<file path="src/hdl/gcs_pkg.sv">
package gcs_pkg;

    localparam int NUM_LEGS = 4;
    localparam int TICK_W   = 32;
    localparam int NSEG_W   = 5;     // clamped segment count, 1..16
    localparam int IPC_W    = 10;    // ticks per segment
    localparam int PER_W    = 14;    // cycle length in ticks, at most 16 * 1023
    localparam int LEG_T_W  = 18;    // byte * ticks per segment
    localparam int BYTE_W   = 8;
    localparam int ROW_W    = 4;
    localparam int SEG_W    = 4;
    localparam int MASK_W   = 4;
    localparam int Q_W      = 17;    // Q0.16 fraction, 0 .. 1.0
    localparam int CFG_W    = 32;
    localparam int CFG_IDX_W = 2;
    localparam int QUEUE_DEPTH = 2;
    localparam int ROWS_MAX = 16;

    localparam logic [Q_W-1:0] Q_ONE = Q_W'(65536);

    localparam logic [NSEG_W-1:0] RST_NUM_SEGMENTS = NSEG_W'(16);
    localparam logic [IPC_W-1:0]  RST_ITERS        = IPC_W'(1);
    localparam logic [CFG_W-1:0]  RST_OFFSETS      = '0;
    localparam logic [CFG_W-1:0]  RST_DURATIONS    = '0;

    typedef enum logic [CFG_IDX_W-1:0] {
        REG_NUM_SEGMENTS = 2'd0,
        REG_ITERS        = 2'd1,
        REG_OFFSETS      = 2'd2,
        REG_DURATIONS    = 2'd3
    } cfg_idx_t;

    typedef logic [Q_W-1:0] q_t;

    typedef struct packed {
        logic [NSEG_W-1:0] num_segments;
        logic [IPC_W-1:0]  iters_per_segment;
        logic [CFG_W-1:0]  leg_offsets;
        logic [CFG_W-1:0]  leg_durations;
    } cfg_t;

    // one tick, worked out by the front, expanded into rows by the back
    typedef struct packed {
        logic [NSEG_W-1:0] n;
        logic [SEG_W-1:0]  cur_seg;
        q_t [NUM_LEGS-1:0] stance;
        q_t [NUM_LEGS-1:0] swing;
    } desc_t;

    function automatic logic [BYTE_W-1:0] leg_byte(input logic [CFG_W-1:0] bytes_v,
                                                   input int leg);
        return bytes_v[BYTE_W*leg +: BYTE_W];
    endfunction

endpackage

</file>
<file path="src/hdl/gcs_front.sv">
module gcs_front #(
    parameter int MAX_SEGMENTS = 16
) (
    input  logic                        clk,
    input  logic                        rst_n,
    input  gcs_pkg::cfg_t               cfg,
    input  logic                        in_valid,
    output logic                        in_stall,
    input  logic [gcs_pkg::TICK_W-1:0]  tick_count,
    output logic                        desc_valid,
    input  logic                        desc_stall,
    output gcs_pkg::desc_t              desc
);

    localparam int NL       = gcs_pkg::NUM_LEGS;
    localparam int NW       = gcs_pkg::NSEG_W;
    localparam int IW       = gcs_pkg::IPC_W;
    localparam int PW       = gcs_pkg::PER_W;
    localparam int LW       = gcs_pkg::LEG_T_W;
    localparam int QW       = gcs_pkg::Q_W;
    localparam int DW       = gcs_pkg::TICK_W;
    localparam int SGW      = gcs_pkg::SEG_W;
    localparam int SW       = LW + 4;           // signed tick arithmetic
    localparam int RW       = LW + 1;           // lane remainder
    localparam int SDW      = IW + SGW - 1;     // ipc << 3
    localparam int LANES    = 2 * NL;
    localparam int MOD_STEPS = DW / 2;
    localparam int CNT_W    = $clog2(QW);
    localparam int ROW_CAP  = (MAX_SEGMENTS < gcs_pkg::ROWS_MAX) ? MAX_SEGMENTS
                                                                  : gcs_pkg::ROWS_MAX;

    typedef enum logic [2:0] {
        S_IDLE, S_MOD, S_PREP, S_SET1, S_SET2, S_DIV, S_PUSH
    } state_t;

    state_t            state_reg;
    logic [CNT_W-1:0]  cnt_reg;

    logic [DW-1:0]     dvd_reg;
    logic [PW-1:0]     rem_reg;
    logic [NW-1:0]     n_reg;
    logic [IW-1:0]     ipc_reg;
    logic [PW-1:0]     per_reg;

    logic [LW-1:0]     off_t_reg [NL];
    logic [LW-1:0]     dur_t_reg [NL];
    logic signed [SW-1:0] st_prog_reg  [NL];
    logic signed [SW-1:0] sw_start_reg [NL];
    logic signed [SW-1:0] sw_win_reg   [NL];

    logic [RW-1:0]     lane_rem_reg [LANES];
    logic [LW-1:0]     lane_div_reg [LANES];
    logic [QW-1:0]     lane_q_reg   [LANES];
    logic [LANES-1:0]  lane_ok_reg;

    logic [PW-1:0]     seg_rem_reg;
    logic [SDW-1:0]    seg_div_reg;
    logic [SGW-1:0]    seg_q_reg;

    logic [NW-1:0]     n_eff;
    logic [IW-1:0]     ipc_eff;
    logic [PW:0]       mod_m1, mod_m2;
    logic [PW-1:0]     mod_r1, mod_r2;
    logic signed [SW-1:0] t_s, per_s;
    logic signed [SW-1:0] off_s [NL];
    logic signed [SW-1:0] dur_s [NL];
    logic signed [SW-1:0] st_prog_c  [NL];
    logic signed [SW-1:0] sw_start_c [NL];
    logic signed [SW-1:0] sw_win_c   [NL];
    logic signed [SW-1:0] sw_prog_c  [NL];
    logic [LANES-1:0]  lane_ge;
    logic [LW-1:0]     lane_d [LANES];
    logic              seg_ge;

    assign in_stall   = (state_reg != S_IDLE);
    assign desc_valid = (state_reg == S_PUSH);

    // register values as the datapath takes them
    always_comb
    begin
        if (cfg.num_segments == '0)
            n_eff = NW'(1);
        else if (cfg.num_segments > NW'(ROW_CAP))
            n_eff = NW'(ROW_CAP);
        else
            n_eff = cfg.num_segments;
        ipc_eff = (cfg.iters_per_segment == '0) ? IW'(1) : cfg.iters_per_segment;
    end

    // tick mod period, two restoring steps a cycle
    always_comb
    begin
        mod_m1 = {rem_reg, dvd_reg[DW-1]};
        mod_r1 = (mod_m1 >= {1'b0, per_reg}) ? PW'(mod_m1 - {1'b0, per_reg})
                                             : mod_m1[PW-1:0];
        mod_m2 = {mod_r1, dvd_reg[DW-2]};
        mod_r2 = (mod_m2 >= {1'b0, per_reg}) ? PW'(mod_m2 - {1'b0, per_reg})
                                             : mod_m2[PW-1:0];
    end

    // window setup, per leg
    always_comb
    begin
        t_s   = $signed(SW'(rem_reg));
        per_s = $signed(SW'(per_reg));
        for (int leg = 0; leg < NL; leg++)
        begin
            off_s[leg] = $signed(SW'(off_t_reg[leg]));
            dur_s[leg] = $signed(SW'(dur_t_reg[leg]));
            st_prog_c[leg] = t_s - off_s[leg];
            if (st_prog_c[leg] < 0)
                st_prog_c[leg] = st_prog_c[leg] + per_s;
            sw_start_c[leg] = off_s[leg] + dur_s[leg];
            if (sw_start_c[leg] > per_s)
                sw_start_c[leg] = sw_start_c[leg] - per_s;
            sw_win_c[leg] = per_s - dur_s[leg];
            sw_prog_c[leg] = t_s - sw_start_reg[leg];
            if (sw_prog_c[leg] < 0)
                sw_prog_c[leg] = sw_prog_c[leg] + per_s;
        end
    end

    // fraction lanes, one quotient bit per cycle each
    always_comb
    begin
        for (int i = 0; i < LANES; i++)
        begin
            lane_ge[i] = (lane_rem_reg[i] >= {1'b0, lane_div_reg[i]});
            lane_d[i]  = lane_ge[i] ? LW'(lane_rem_reg[i] - {1'b0, lane_div_reg[i]})
                                    : lane_rem_reg[i][LW-1:0];
        end
        seg_ge = (seg_rem_reg >= PW'(seg_div_reg));
    end

    always_comb
    begin
        desc.n       = n_reg;
        desc.cur_seg = seg_q_reg;
        for (int leg = 0; leg < NL; leg++)
        begin
            desc.stance[leg] = lane_ok_reg[leg] ? lane_q_reg[leg] : '0;
            desc.swing[leg]  = lane_ok_reg[NL+leg] ? lane_q_reg[NL+leg] : '0;
        end
    end

    always_ff @(posedge clk or negedge rst_n)
    begin
        if (!rst_n)
        begin
            state_reg <= S_IDLE;
            cnt_reg   <= '0;
        end
        else
        begin
            case (state_reg)
                S_IDLE:
                begin
                    if (in_valid)
                    begin
                        state_reg <= S_MOD;
                        cnt_reg   <= CNT_W'(MOD_STEPS - 1);
                    end
                end
                S_MOD:
                begin
                    if (cnt_reg == '0)
                        state_reg <= S_PREP;
                    else
                        cnt_reg <= cnt_reg - CNT_W'(1);
                end
                S_PREP:
                begin
                    state_reg <= S_SET1;
                end
                S_SET1:
                begin
                    state_reg <= S_SET2;
                end
                S_SET2:
                begin
                    state_reg <= S_DIV;
                    cnt_reg   <= CNT_W'(QW - 1);
                end
                S_DIV:
                begin
                    if (cnt_reg == '0)
                        state_reg <= S_PUSH;
                    else
                        cnt_reg <= cnt_reg - CNT_W'(1);
                end
                S_PUSH:
                begin
                    if (!desc_stall)
                        state_reg <= S_IDLE;
                end
                default:
                begin
                    state_reg <= S_IDLE;
                end
            endcase
        end
    end

    always_ff @(posedge clk)
    begin
        if (state_reg == S_IDLE && in_valid)
        begin
            dvd_reg <= tick_count;
            rem_reg <= '0;
            n_reg   <= n_eff;
            ipc_reg <= ipc_eff;
            per_reg <= PW'(PW'(n_eff) * PW'(ipc_eff));
        end
        if (state_reg == S_MOD)
        begin
            dvd_reg <= {dvd_reg[DW-3:0], 2'b00};
            rem_reg <= mod_r2;
        end
        if (state_reg == S_PREP)
        begin
            for (int leg = 0; leg < NL; leg++)
            begin
                off_t_reg[leg] <= LW'(gcs_pkg::leg_byte(cfg.leg_offsets, leg)) * LW'(ipc_reg);
                dur_t_reg[leg] <= LW'(gcs_pkg::leg_byte(cfg.leg_durations, leg)) * LW'(ipc_reg);
            end
            seg_rem_reg <= rem_reg;
            seg_div_reg <= {ipc_reg, {(SGW-1){1'b0}}};
            seg_q_reg   <= '0;
        end
        if (state_reg == S_SET1)
        begin
            for (int leg = 0; leg < NL; leg++)
            begin
                st_prog_reg[leg]  <= st_prog_c[leg];
                sw_start_reg[leg] <= sw_start_c[leg];
                sw_win_reg[leg]   <= sw_win_c[leg];
            end
        end
        if (state_reg == S_SET2)
        begin
            for (int leg = 0; leg < NL; leg++)
            begin
                lane_rem_reg[leg]    <= st_prog_reg[leg][RW-1:0];
                lane_div_reg[leg]    <= dur_t_reg[leg];
                lane_ok_reg[leg]     <= (dur_s[leg] > 0) && (st_prog_reg[leg] >= 0)
                                        && (st_prog_reg[leg] <= dur_s[leg]);
                lane_rem_reg[NL+leg] <= sw_prog_c[leg][RW-1:0];
                lane_div_reg[NL+leg] <= sw_win_reg[leg][LW-1:0];
                lane_ok_reg[NL+leg]  <= (sw_win_reg[leg] > 0) && (sw_prog_c[leg] >= 0)
                                        && (sw_prog_c[leg] <= sw_win_reg[leg]);
            end
            for (int i = 0; i < LANES; i++)
                lane_q_reg[i] <= '0;
        end
        if (state_reg == S_DIV)
        begin
            for (int i = 0; i < LANES; i++)
            begin
                lane_rem_reg[i] <= {lane_d[i], 1'b0};
                lane_q_reg[i]   <= {lane_q_reg[i][QW-2:0], lane_ge[i]};
            end
            // current segment = t / ipc, four restoring steps at the start of the DIV state
            if (cnt_reg >= CNT_W'(QW - SGW))
            begin
                if (seg_ge)
                    seg_rem_reg <= seg_rem_reg - PW'(seg_div_reg);
                seg_div_reg <= seg_div_reg >> 1;
                seg_q_reg   <= {seg_q_reg[SGW-2:0], seg_ge};
            end
        end
    end

    a_seg_in_cycle: assert property (@(posedge clk) disable iff (!rst_n)
        desc_valid |-> ({1'b0, desc.cur_seg} < desc.n))
        else $error("current segment not below segment count");

    a_frac_range: assert property (@(posedge clk) disable iff (!rst_n)
        desc_valid |-> (desc.stance[0] <= gcs_pkg::Q_ONE && desc.stance[1] <= gcs_pkg::Q_ONE
                     && desc.stance[2] <= gcs_pkg::Q_ONE && desc.stance[3] <= gcs_pkg::Q_ONE
                     && desc.swing[0] <= gcs_pkg::Q_ONE && desc.swing[1] <= gcs_pkg::Q_ONE
                     && desc.swing[2] <= gcs_pkg::Q_ONE && desc.swing[3] <= gcs_pkg::Q_ONE))
        else $error("sub-phase fraction above one");

endmodule

</file>
<file path="src/hdl/gcs_queue.sv">
module gcs_queue (
    input  logic            clk,
    input  logic            rst_n,
    input  logic            in_valid,
    output logic            in_stall,
    input  gcs_pkg::desc_t  in_data,
    output logic            out_valid,
    input  logic            out_pop,
    output gcs_pkg::desc_t  out_data
);

    localparam int DEPTH = gcs_pkg::QUEUE_DEPTH;
    localparam int PTR_W = (DEPTH > 1) ? $clog2(DEPTH) : 1;
    localparam int CNT_W = $clog2(DEPTH + 1);

    gcs_pkg::desc_t     mem_reg [DEPTH];
    logic [PTR_W-1:0]   wr_ptr_reg;
    logic [PTR_W-1:0]   rd_ptr_reg;
    logic [CNT_W-1:0]   cnt_reg;
    logic               push;
    logic               pop;

    assign in_stall  = (cnt_reg == CNT_W'(DEPTH));
    assign out_valid = (cnt_reg != '0);
    assign out_data  = mem_reg[rd_ptr_reg];
    assign push      = in_valid && !in_stall;
    assign pop       = out_pop && out_valid;

    always_ff @(posedge clk or negedge rst_n)
    begin
        if (!rst_n)
        begin
            wr_ptr_reg <= '0;
            rd_ptr_reg <= '0;
            cnt_reg    <= '0;
        end
        else
        begin
            if (push)
                wr_ptr_reg <= (wr_ptr_reg == PTR_W'(DEPTH - 1)) ? '0 : wr_ptr_reg + PTR_W'(1);
            if (pop)
                rd_ptr_reg <= (rd_ptr_reg == PTR_W'(DEPTH - 1)) ? '0 : rd_ptr_reg + PTR_W'(1);
            if (push && !pop)
                cnt_reg <= cnt_reg + CNT_W'(1);
            else if (pop && !push)
                cnt_reg <= cnt_reg - CNT_W'(1);
        end
    end

    always_ff @(posedge clk)
    begin
        if (push)
            mem_reg[wr_ptr_reg] <= in_data;
    end

    a_no_overfill: assert property (@(posedge clk) disable iff (!rst_n)
        cnt_reg <= CNT_W'(DEPTH))
        else $error("queue fill above depth");

endmodule

</file>
<file path="src/hdl/gcs_back.sv">
module gcs_back (
    input  logic                          clk,
    input  logic                          rst_n,
    input  gcs_pkg::cfg_t                 cfg,
    input  logic                          head_valid,
    input  gcs_pkg::desc_t                head,
    output logic                          head_pop,
    output logic                          out_valid,
    input  logic                          out_stall,
    output logic [gcs_pkg::ROW_W-1:0]     row_index,
    output logic [gcs_pkg::MASK_W-1:0]    contact_mask,
    output gcs_pkg::q_t                   stance_q [gcs_pkg::NUM_LEGS],
    output gcs_pkg::q_t                   swing_q  [gcs_pkg::NUM_LEGS],
    output logic                          last_row
);

    localparam int NL  = gcs_pkg::NUM_LEGS;
    localparam int NW  = gcs_pkg::NSEG_W;
    localparam int RWW = gcs_pkg::ROW_W;
    localparam int BW  = gcs_pkg::BYTE_W;
    localparam int PSW = BW + 2;   // signed segment difference

    logic               out_valid_reg;
    logic [RWW-1:0]     row_reg;
    logic [RWW-1:0]     row_index_reg;
    logic [NL-1:0]      mask_reg;
    gcs_pkg::q_t        stance_reg [NL];
    gcs_pkg::q_t        swing_reg  [NL];
    logic               last_reg;

    logic               load;
    logic               last_c;
    logic [NW-1:0]      seg_sum;
    logic [NW-1:0]      seg_c;
    logic signed [PSW-1:0] p_c [NL];
    logic [NL-1:0]      mask_c;

    assign load     = head_valid && (!out_valid_reg || !out_stall);
    assign last_c   = ({1'b0, row_reg} == head.n - NW'(1));
    assign head_pop = load && last_c;

    // segment of this row and the stance test per leg
    always_comb
    begin
        seg_sum = {1'b0, row_reg} + {1'b0, head.cur_seg};
        seg_c   = (seg_sum >= head.n) ? seg_sum - head.n : seg_sum;
        for (int leg = 0; leg < NL; leg++)
        begin
            p_c[leg] = $signed(PSW'(seg_c))
                     - $signed(PSW'(gcs_pkg::leg_byte(cfg.leg_offsets, leg)));
            if (p_c[leg] < 0)
                p_c[leg] = p_c[leg] + $signed(PSW'(head.n));
            mask_c[leg] = (p_c[leg] < $signed(PSW'(gcs_pkg::leg_byte(cfg.leg_durations, leg))));
        end
    end

    always_ff @(posedge clk or negedge rst_n)
    begin
        if (!rst_n)
        begin
            out_valid_reg <= 1'b0;
            row_reg       <= '0;
        end
        else
        begin
            if (load)
            begin
                out_valid_reg <= 1'b1;
                row_reg       <= last_c ? '0 : row_reg + RWW'(1);
            end
            else if (!out_stall)
            begin
                out_valid_reg <= 1'b0;
            end
        end
    end

    always_ff @(posedge clk)
    begin
        if (load)
        begin
            row_index_reg <= row_reg;
            mask_reg      <= mask_c;
            last_reg      <= last_c;
            for (int leg = 0; leg < NL; leg++)
            begin
                stance_reg[leg] <= head.stance[leg];
                swing_reg[leg]  <= head.swing[leg];
            end
        end
    end

    assign out_valid    = out_valid_reg;
    assign row_index    = row_index_reg;
    assign contact_mask = mask_reg;
    assign last_row     = last_reg;
    assign stance_q     = stance_reg;
    assign swing_q      = swing_reg;

    a_row_in_range: assert property (@(posedge clk) disable iff (!rst_n)
        head_valid |-> ({1'b0, row_reg} < head.n))
        else $error("row counter past segment count");

endmodule

</file>
<file path="src/hdl/gait_contact_scheduler_core.sv">
// Four-leg gait contact scheduler.
// Input channel (in_valid / in_stall / tick_count): one word is a controller
// tick count. Output channel (out_valid / out_stall / row fields): each tick
// gives n words, one per horizon row, row 0 first; last_row marks row n-1.
// Every row carries the contact mask of its segment plus the stance and swing
// sub-phase of the current tick as Q0.16 fractions.
// Config port (cfg_wr_en / cfg_index / cfg_data): write only while idle.
// Timing: the front holds in_stall high while it works on a tick: tick mod
// period at two bits a cycle, three setup states, the divide state in which
// eight fraction lanes each resolve their quotient bits, and a hand-off
// state that gives the word to the queue; so a new tick is taken only once
// the last one is handed off. The rows of a tick follow one per cycle while
// out_stall is low. A two-entry queue sits between front and back, so the
// next tick is worked on while rows of the previous one drain.
// Reset clears both sides and the queue and loads the register defaults
// (16 segments, 1 tick per segment, zero offsets and durations).
// While out_stall is high the output word holds; the queue fills, then the
// front waits in its hand-off state and in_stall stays high.
module gait_contact_scheduler_core #(
    parameter int MAX_SEGMENTS = 16
) (
    input  logic                              clk,
    input  logic                              rst_n,
    input  logic                              cfg_wr_en,
    input  logic [gcs_pkg::CFG_IDX_W-1:0]     cfg_index,
    input  logic [gcs_pkg::CFG_W-1:0]         cfg_data,
    input  logic                              in_valid,
    output logic                              in_stall,
    input  logic [gcs_pkg::TICK_W-1:0]        tick_count,
    output logic                              out_valid,
    input  logic                              out_stall,
    output logic [gcs_pkg::ROW_W-1:0]         row_index,
    output logic [gcs_pkg::MASK_W-1:0]        contact_mask,
    output logic [gcs_pkg::Q_W-1:0]           stance_phase_0,
    output logic [gcs_pkg::Q_W-1:0]           stance_phase_1,
    output logic [gcs_pkg::Q_W-1:0]           stance_phase_2,
    output logic [gcs_pkg::Q_W-1:0]           stance_phase_3,
    output logic [gcs_pkg::Q_W-1:0]           swing_phase_0,
    output logic [gcs_pkg::Q_W-1:0]           swing_phase_1,
    output logic [gcs_pkg::Q_W-1:0]           swing_phase_2,
    output logic [gcs_pkg::Q_W-1:0]           swing_phase_3,
    output logic                              last_row
);

    gcs_pkg::cfg_t      cfg_reg;

    // front -> queue
    logic               desc_valid;
    logic               desc_stall;
    gcs_pkg::desc_t     desc;

    // queue -> back
    logic               head_valid;
    logic               head_pop;
    gcs_pkg::desc_t     head;

    gcs_pkg::q_t        stance_q [gcs_pkg::NUM_LEGS];
    gcs_pkg::q_t        swing_q  [gcs_pkg::NUM_LEGS];

    // configuration registers; unknown indexes fall through
    always_ff @(posedge clk or negedge rst_n)
    begin
        if (!rst_n)
        begin
            cfg_reg.num_segments      <= gcs_pkg::RST_NUM_SEGMENTS;
            cfg_reg.iters_per_segment <= gcs_pkg::RST_ITERS;
            cfg_reg.leg_offsets       <= gcs_pkg::RST_OFFSETS;
            cfg_reg.leg_durations     <= gcs_pkg::RST_DURATIONS;
        end
        else if (cfg_wr_en)
        begin
            case (cfg_index)
                gcs_pkg::REG_NUM_SEGMENTS:
                    cfg_reg.num_segments <= cfg_data[gcs_pkg::NSEG_W-1:0];
                gcs_pkg::REG_ITERS:
                    cfg_reg.iters_per_segment <= cfg_data[gcs_pkg::IPC_W-1:0];
                gcs_pkg::REG_OFFSETS:
                    cfg_reg.leg_offsets <= cfg_data;
                gcs_pkg::REG_DURATIONS:
                    cfg_reg.leg_durations <= cfg_data;
                default:
                    ;
            endcase
        end
    end

    // front: per-tick sub-phases and current segment
    gcs_front #(
        .MAX_SEGMENTS (MAX_SEGMENTS)
    ) u_front (
        .clk        (clk),
        .rst_n      (rst_n),
        .cfg        (cfg_reg),
        .in_valid   (in_valid),
        .in_stall   (in_stall),
        .tick_count (tick_count),
        .desc_valid (desc_valid),
        .desc_stall (desc_stall),
        .desc       (desc)
    );

    // decouples tick processing from row output
    gcs_queue u_queue (
        .clk        (clk),
        .rst_n      (rst_n),
        .in_valid   (desc_valid),
        .in_stall   (desc_stall),
        .in_data    (desc),
        .out_valid  (head_valid),
        .out_pop    (head_pop),
        .out_data   (head)
    );

    // back: one row word per cycle while out_stall is low, contact mask per row
    gcs_back u_back (
        .clk          (clk),
        .rst_n        (rst_n),
        .cfg          (cfg_reg),
        .head_valid   (head_valid),
        .head         (head),
        .head_pop     (head_pop),
        .out_valid    (out_valid),
        .out_stall    (out_stall),
        .row_index    (row_index),
        .contact_mask (contact_mask),
        .stance_q     (stance_q),
        .swing_q      (swing_q),
        .last_row     (last_row)
    );

    assign stance_phase_0 = stance_q[0];
    assign stance_phase_1 = stance_q[1];
    assign stance_phase_2 = stance_q[2];
    assign stance_phase_3 = stance_q[3];
    assign swing_phase_0  = swing_q[0];
    assign swing_phase_1  = swing_q[1];
    assign swing_phase_2  = swing_q[2];
    assign swing_phase_3  = swing_q[3];

endmodule

</file>
<file path="config.mk">
export PLATFORM = sky130hd
export DESIGN_NAME = gait_contact_scheduler_core
export DESIGN_NICKNAME = d
export VERILOG_FILES = /design/src/hdl/gcs_pkg.sv /design/src/hdl/gcs_front.sv /design/src/hdl/gcs_queue.sv /design/src/hdl/gcs_back.sv /design/src/hdl/gait_contact_scheduler_core.sv
export SDC_FILE = /design/constraint.sdc
export NUM_CORES = 2
export LEC_CHECK = 0
export BUFFER_PORTS_ARGS = -buffer_cell sky130_fd_sc_hd__buf_2
export CAP_MARGIN = 30
export CORE_ASPECT_RATIO = 2
export CORE_UTILIZATION = 55
export DETAILED_ROUTE_END_ITERATION = 6
export GPL_ROUTABILITY_DRIVEN = 0
export PLACE_DENSITY_LB_ADDON = 0.2
export SYNTH_ARGS = -nofsm -noshare
export SYNTH_HDL_FRONTEND = slang
export SYNTH_SLANG_ARGS = --single-unit
</file>
<file path="constraint.sdc">
create_clock -name clk -period 34.3 [get_ports clk]
set_input_delay 3.43 -clock clk [delete_from_list [all_inputs] [get_ports clk]]
set_output_delay 3.43 -clock clk [all_outputs]
set_load 0.02 [all_outputs]
</file>
---- Word level (Yosys, flattened, before mapping) ----
Memories as Yosys holds them, arrays and structs flattened.
Index checks and enable logic that the tools add are counted.
storage, ports and cells
  flip-flop bits (word level) ............. 355
  output and inout bits ................... 147
  memories ................................ 9
  logic and storage cells ................. 336
  bits in writable memories ............... 1130
  bits of input ports ..................... 71
cells by class
  equality and inequality tests ........... 17
  $lt $le $gt $ge ......................... 58
  mux-type cells .......................... 93
  $mul .................................... 9
  reductions and logical operators ........ 46
  bitwise operators ....................... 16
  add/sub/neg operators ................... 56
memories
  name                  words  width  rd ports  clocked after Yosys merged registers in  wr ports  RTL line         RTL
  u_queue.mem_reg       2      145    1         0                                        1         gcs_queue.sv:16  gcs_pkg::desc_t mem_reg [DEPTH];
  u_front.lane_rem_reg  8      19     8         0                                        8         gcs_front.sv:51  logic [RW-1:0] lane_rem_reg [LANES];
  u_front.lane_div_reg  8      18     8         0                                        8         gcs_front.sv:52  logic [LW-1:0] lane_div_reg [LANES];
  u_front.lane_q_reg    8      17     8         0                                        8         gcs_front.sv:53  logic [QW-1:0] lane_q_reg [LANES];
  u_front.st_prog_reg   4      22     4         0                                        4         gcs_front.sv:47  logic signed [SW-1:0] st_prog_reg [NL];
  u_front.sw_start_reg  4      22     4         0                                        4         gcs_front.sv:48  logic signed [SW-1:0] sw_start_reg [NL];
  +3 memories           --     --     --        --                                       --        --
operators by type and width
  operator             count
  $mux 17              16
  $mux 22              12
  $ge 22x1->1 const B  8
  $ge 19x18->1         8
  $mux 19              8
  $sub 14x18->19       8
  $mul 8x10->18        8
  $mux 18              8
  $sub 18x18->18       8
  $mux 14              8
  $add 22x15->22       4
  $gt 22x1->1 const B  4
  $gt 22x15->1         4
  $le 22x19->1         4
  $le 22x22->1         4
  $lt 22x1->1 const B  4
  $sub 15x22->22       4
  $sub 22x15->22       4
  $add 19x15->20       4
  $add 18x18->19       4
  $lt 19x1->1 const B  4
  $gt 18x1->1 const B  4
  $mux 32              2
  $mux 10              5
  49 further kinds     148

---- Longest topological paths before layout ----
  word-level depth ........................ 8
  mapped depth ............................ 32
  mapped depth without buffers ............ 31

---- By module ----
From an unflattened synthesis, not the netlist that was laid out.
unflattened totals
  cell total of the unflattened synthesis .. 10976
  area, all modules ....................... 112927.1 µm²
modules (own cells, without submodules)
  module                       cells an instance  area each (µm²)  instances  seq. area each (µm²)
  gcs_front                    9635               90550.6          1          27606.5
  gcs_queue                    470                10744.1          1          8808.4
  gcs_back                     702                8499.4           1          4479.3
  gait_contact_scheduler_core  169                3133.0           1          1979.4

---- Least setup slack after synthesis ----
No wires, ideal clock.
  path kind ............................... reg2reg
  start point ............................. reg u_front.state_reg[0]
  end point ............................... mem u_front.st_prog_reg[0][0] (netlist name) (enable)
  library setup time ...................... 0.854 ns
  arrival ................................. 11.320 ns
  slack ................................... 22.126 ns
  clock period less this slack ............ 12.174 ns
  cell stages (with the launch flop) ...... 6
  cells stage by stage .................... dfrtp_1 -> clkbuf_1 -> clkbuf_1 -> clkbuf_1 -> nand2_1 -> nor2_1
RTL lines
  what                      RTL line          RTL
  start: declaration        gcs_front.sv:36   state_t state_reg;
  start signal: assignment  gcs_front.sv:150  state_reg <= S_IDLE;
  start signal: assignment  gcs_front.sv:160  state_reg <= S_MOD;
  start signal: assignment  gcs_front.sv:167  state_reg <= S_PREP;
  end: declaration          gcs_front.sv:47

---- Worst setup path after layout ----
  start point ............................. reg u_queue.rd_ptr_reg
  end point ............................... reg u_back.mask_reg[0], in the netlist u_back.contact_mask[0], data pin
between the ends
  cells in the longest elaborated chain, start to end .. 8
  elaborated cells on any way between the ends .. 10
RTL lines
  what                                        RTL line                        RTL
  start: declaration                          gcs_queue.sv:18                 logic [PTR_W-1:0] rd_ptr_reg;
  start signal: assignment                    gcs_queue.sv:42                 rd_ptr_reg <= (rd_ptr_reg == PTR_W'(DEPTH - 1)) ? '0 : rd_ptr_reg + PTR_W'(1);
  $mem_v2 2x145 (*)                           --
  $add 4x4->5                                 gcs_back.sv:45                  seg_sum = {1'b0, row_reg} + {1'b0, head.cur_seg};
  $sub 5x5->5 or $ge 5x5->1 (tied branches)   gcs_back.sv:46                  seg_c = (seg_sum >= head.n) ? seg_sum - head.n : seg_sum;
  $mux 5                                      gcs_back.sv:46
  $sub 5x8->9                                 gcs_back.sv:50                  - $signed(PSW'(gcs_pkg::leg_byte(cfg.leg_offsets, leg)));
  $add 9x6->10 or $lt 9x1->1 (tied branches)  gcs_back.sv:52, gcs_back.sv:51
  $mux 10 (*)                                 gcs_back.sv:51                  if (p_c[leg] < 0)
  $lt 10x9->1 (*)                             gcs_back.sv:53                  mask_c[leg] = (p_c[leg] < $signed(PSW'(gcs_pkg::leg_byte(cfg.leg_durations, leg))));
  net u_back.mask_c[0]                        gcs_back.sv:36                  logic [NL-1:0] mask_c;
  end signal: assignment                      gcs_back.sv:83                  mask_reg <= mask_c;
  end: declaration                            gcs_back.sv:26                  logic [NL-1:0] mask_reg;
Mark *: on every way through the listed nets, which the timed path passes. The rest lies on a longest branch.
A chain may end at the register's enable or synchronous reset.

==> results.py <==
metrics = {
    "status": {
        "run_status": "completed",
    },
    "logic_synthesis": {
        "yosysSeqAreaShare": 0.382,
        "yosys_warnings": 0,
        "netlist-cell-type-count": 114,
        "synth-edff-count": 1329,
        "synth-async-reset-ratio": 0.0655,
        "cell_count_after_synthesis": 11000,
        "synth-seq-cells": 1465,
        "netlist.top_cell.by_area": "sky130_fd_sc_hd__edfxtp_1",
        "mean_post_synth_cell_area_um2": 10.3,
        "syn_area_um2": 113000,
        "synth_area_leaders": "sky130_fd_sc_hd__edfxtp_1 (35%), sky130_fd_sc_hd__ha_1 (13%), sky130_fd_sc_hd__fa_1 (8.1%)",
        "synthFlopType": "sky130_fd_sc_hd__edfxtp_1",
        "post-synth-top-area-fraction": 0.354,
    },
    "final_layout": {
        "final-instance-count-excl-fill": 13900,
        "n_fill_cell": 16900,
        "fin_util": 0.598,
        "synthToLayoutAreaGrowth_pct": 7.85,
        "layout-drive-gt1-share": 0.0885,
        "largest_register_ffs": 290,
        "final_nets": 12800,
    },
    "worst_hold_path": {
        "hold_path.class": "reg2reg",
        "timing.hold.worst_path_depth": 0,
        "worst_hold_path_endpoint": "u_queue.mem_reg[0][137]",
        "hold_start": "u_front.seg_q_reg[1]",
    },
    "worst_setup_path": {
        "cp.arrival_ps": 8600,
        "critical_path.reg2reg.startpoint": "u_queue.rd_ptr_reg",
        "critPathCaptureType": "flop",
        "worstSetupStartpointType": "flop",
        "worst-setup-path-type": "reg2reg",
        "setup.reg_to_reg.worst_slack_ps": 26280,
        "critical_path_required_ps": 34880,
        "ff2ff_path_depth": 26,
        "slowest_stage": "sky130_fd_sc_hd__dfrtp_4",
        "rr_endpoint": "u_back.contact_mask[0]",
        "worst-path-max-fanout": 39,
        "timing.critical_path.slowest_cell_delay_ps": 850,
    },
    "global_route": {
        "gr-usage-all-layers": 0.298,
        "antenna_violations_before_repair": 6,
        "maximum_number_of_pins_on_one_net_before_global_route_repair": 201,
        "grt_first_pass_wirelength_um": 478000,
        "globalRoute.totalOverflow": 0,
        "number_of_global_route_vias_before_repair": 86800,
    },
    "cts": {
        "h-tree-depth": 4,
        "postCtsSetupBuffers": 0,
        "root_buffer": "sky130_fd_sc_hd__clkbuf_16",
        "cts-hold-fix-buffers": 0,
        "tritoncts": "built",
        "postCtsResizedCells": 0,
        "clock_path_buffers": 4,
        "tritoncts.num_buffers": 147,
        "clock_insertion_delay_at_the_later_pin_of_the_skew_report_ps": 860,
        "cts.reportedPaths.clkPinSlew_ps": 70,
        "numClockSinks": 1465,
    },
    "detailed_routing": {
        "route.top_layer_used": "met5",
        "drt_pre_antenna_iters": 6,
        "drt_drc_violations_left": 0,
        "totalWireLength_um": 312000,
        "drtAntennaViolNets": 0,
        "first_iter_violations": 5343,
        "routed-wl-met3_um": 16100,
        "wl_met1_um": 109000,
        "via_per_inst": 6.05,
        "wl_per_cell_um": 22.4,
        "met2RoutedLength_um": 158000,
        "detailroute.via_count": 84300,
    },
    "power_and_ir_drop": {
        "power.leakage_nw": 52.3,
        "ir_worst_vdd_mv": 0.221,
        "pwr_density_cell_nw_per_um2": 110,
        "design_power_total_mw": 13.4,
    },
    "floorplanning": {
        "floorplan.io_pins": 218,
        "die_y_um": 642,
        "fp.dieW_um": 322,
        "initial_core_util": 0.554,
        "die-area_um2": 207000,
        "rows": 234,
        "core-area_um2": 203000,
    },
    "timing": {
        "rsz0062_at_grt": "no",
        "clock-skew-final_ps": 71.3,
        "layout_min_cycle_time_ps": 8020,
        "fin_tns_setup_ps": 0,
        "final-setup-viol-count": 0,
        "timing.final.max_slew_violations": 0,
        "worst-slew-pin-transition_ps": 1260,
        "hold_violation_count_in_the_final_report": 0,
        "relSlewSlack": 0.159,
        "finalHoldWorstSlack_ps": 445,
        "max_freq_mhz": 125,
        "finalCritPeriodShare": 0.234,
    },
    "placed_design": {
        "dpl.hpwl_um": 236000,
        "io_buffers": 217,
        "numPlacedInstances": 13700,
    },
    "run": {
        "max_cap_violations": 0,
    },
}
==> Yosys cell counts (167+ instances only) <==
| cell type | n |
|---|---|
| sky130_fd_sc_hd__edfxtp_1 | 1329 |
| sky130_fd_sc_hd__nor3_1 | 167 |
| sky130_fd_sc_hd__ha_1 | 1167 |
| sky130_fd_sc_hd__nand2_1 | 833 |
| sky130_fd_sc_hd__nor2_1 | 627 |
| sky130_fd_sc_hd__a21o_1 | 262 |
| sky130_fd_sc_hd__fa_1 | 456 |
| sky130_fd_sc_hd__o21ai_0 | 515 |
| sky130_fd_sc_hd__inv_1 | 1196 |
| sky130_fd_sc_hd__xnor2_1 | 437 |
| sky130_fd_sc_hd__a21oi_1 | 599 |
| sky130_fd_sc_hd__and2_1 | 552 |
| sky130_fd_sc_hd__mux2_2 | 317 |
| sky130_fd_sc_hd__xor2_1 | 201 |
| sky130_fd_sc_hd__clkbuf_1 | 313 |
==> worst max path at each step <==
stage | start | cells after the start | end | slack, ps
after global placement | u_queue.rd_ptr_reg | 26 | u_back.contact_mask[0] | 26390
after detailed placement | u_queue.rd_ptr_reg | 26 | u_back.contact_mask[0] | 26270
after floorplan | u_front.state_reg[0] | 5 | u_front.st_prog_reg[0][0] | 22130
after CTS | u_queue.rd_ptr_reg | 26 | u_back.contact_mask[0] | 26240
final | u_queue.rd_ptr_reg | 26 | u_back.contact_mask[0] | 26280
after global routing | u_queue.rd_ptr_reg | 26 | u_back.contact_mask[0] | 25800
==> layout by cell type (no fill, tap or decap), types with 33 or more instances in the layout <==
| cell | netlist | routed |
|---|---|---|
| sky130_fd_sc_hd__or3_1 | 62 | 62 |
| sky130_fd_sc_hd__o21bai_1 | 66 | 66 |
| sky130_fd_sc_hd__nor4_1 | 70 | 70 |
| sky130_fd_sc_hd__a211oi_1 | 106 | 106 |
| sky130_fd_sc_hd__a21boi_0 | 51 | 51 |
| sky130_fd_sc_hd__mux2i_1 | 98 | 98 |
| sky130_fd_sc_hd__nand3_1 | 132 | 131 |
| sky130_fd_sc_hd__buf_2 | 14 | 216 |
| sky130_fd_sc_hd__a31oi_1 | 68 | 68 |
| sky130_fd_sc_hd__inv_1 | 1196 | 1194 |
| sky130_fd_sc_hd__nor2_1 | 627 | 622 |
| sky130_fd_sc_hd__nand2_1 | 833 | 831 |
| sky130_fd_sc_hd__o211ai_1 | 62 | 62 |
| sky130_fd_sc_hd__or2_2 | 43 | 43 |
| sky130_fd_sc_hd__mux2_2 | 317 | 317 |
| sky130_fd_sc_hd__a22o_1 | 37 | 37 |
| sky130_fd_sc_hd__xor2_1 | 201 | 201 |
| sky130_fd_sc_hd__nor2b_1 | 121 | 121 |
| sky130_fd_sc_hd__nand4_1 | 95 | 95 |
| sky130_fd_sc_hd__o21ai_0 | 515 | 513 |
| sky130_fd_sc_hd__o31ai_1 | 33 | 33 |
| sky130_fd_sc_hd__edfxtp_1 | 1329 | 1329 |
| sky130_fd_sc_hd__and3_1 | 136 | 136 |
| sky130_fd_sc_hd__fa_1 | 456 | 456 |
| sky130_fd_sc_hd__a21oi_1 | 599 | 598 |
| sky130_fd_sc_hd__nor3_1 | 167 | 166 |
| sky130_fd_sc_hd__buf_4 | 3 | 103 |
| sky130_fd_sc_hd__and2_1 | 552 | 551 |
| sky130_fd_sc_hd__nand2b_1 | 98 | 97 |
| sky130_fd_sc_hd__xnor2_1 | 437 | 437 |
| sky130_fd_sc_hd__dfxtp_1 | 40 | 40 |
| sky130_fd_sc_hd__clkbuf_16 | 0 | 154 |
| sky130_fd_sc_hd__dfrtp_1 | 94 | 92 |
| sky130_fd_sc_hd__a21o_1 | 262 | 262 |
| sky130_fd_sc_hd__o21a_1 | 120 | 120 |
| sky130_fd_sc_hd__ha_1 | 1167 | 1167 |
==> power breakdown <==
part | total, mW | internal [mW] | switching, mW
clock network | 1.64 | 0.912 | 0.726
registers | 2.88 | 2.62 | 0.260
logic | 8.87 | 3.76 | 5.10
total | 13.4 | 7.30 | 6.09
==> per-stage QoR <==
stage,cell area [µm²],setup slack [ps]
after floorplan,113000,22130
after global placement,117000,26390
after detailed placement,117000,26270
after CTS,122000,26240
after global routing,122000,25800
final,122000,26280
==> routing by layer <==
| metal | up-vias | GRT usage |
|---|---|---|
| met5 | - | 0 |
| met4 | 2 | 0.237 |
| met3 | 1224 | 0.0418 |
| met2 | 2808 | 0.536 |
| met1 | 41200 | 0.308 |
| li1 | 39100 | - |
==> cell families after synthesis <==
family | synth area share
simple gates | 0.134
compound gates | 0.129
fa+ha+maj | 0.211
buf+inv | 0.0520
flops | 0.382
xor+xnor | 0.0499
mux | 0.0409
other cells | 0.0000333
==> worst max-delay path: cells and delay by family, from the launching register on <==
family / cells / cell delay [ps]
compound gates: 10 / 2260
xor+xnor: 1 / 200
fa+ha+maj: 7 / 2470
buf+inv: 1 / 70
flops: 1 / 850
mux: 2 / 940
simple gates: 5 / 980
==> area by class of cell <==
type                       count  area (µm²)  area share
multi-input combinational   7970       63900       0.525
sequential                  1465       43100       0.355
inverter                    1199        4520      0.0372
clock buffer                 181        3970      0.0326
tap                         2714        3400      0.0279
timing repair buffer         324        1940      0.0160
clock inverter                77         772     0.00635
antenna                        3        7.51   0.0000617
Power figures use the tool's default switching activity.
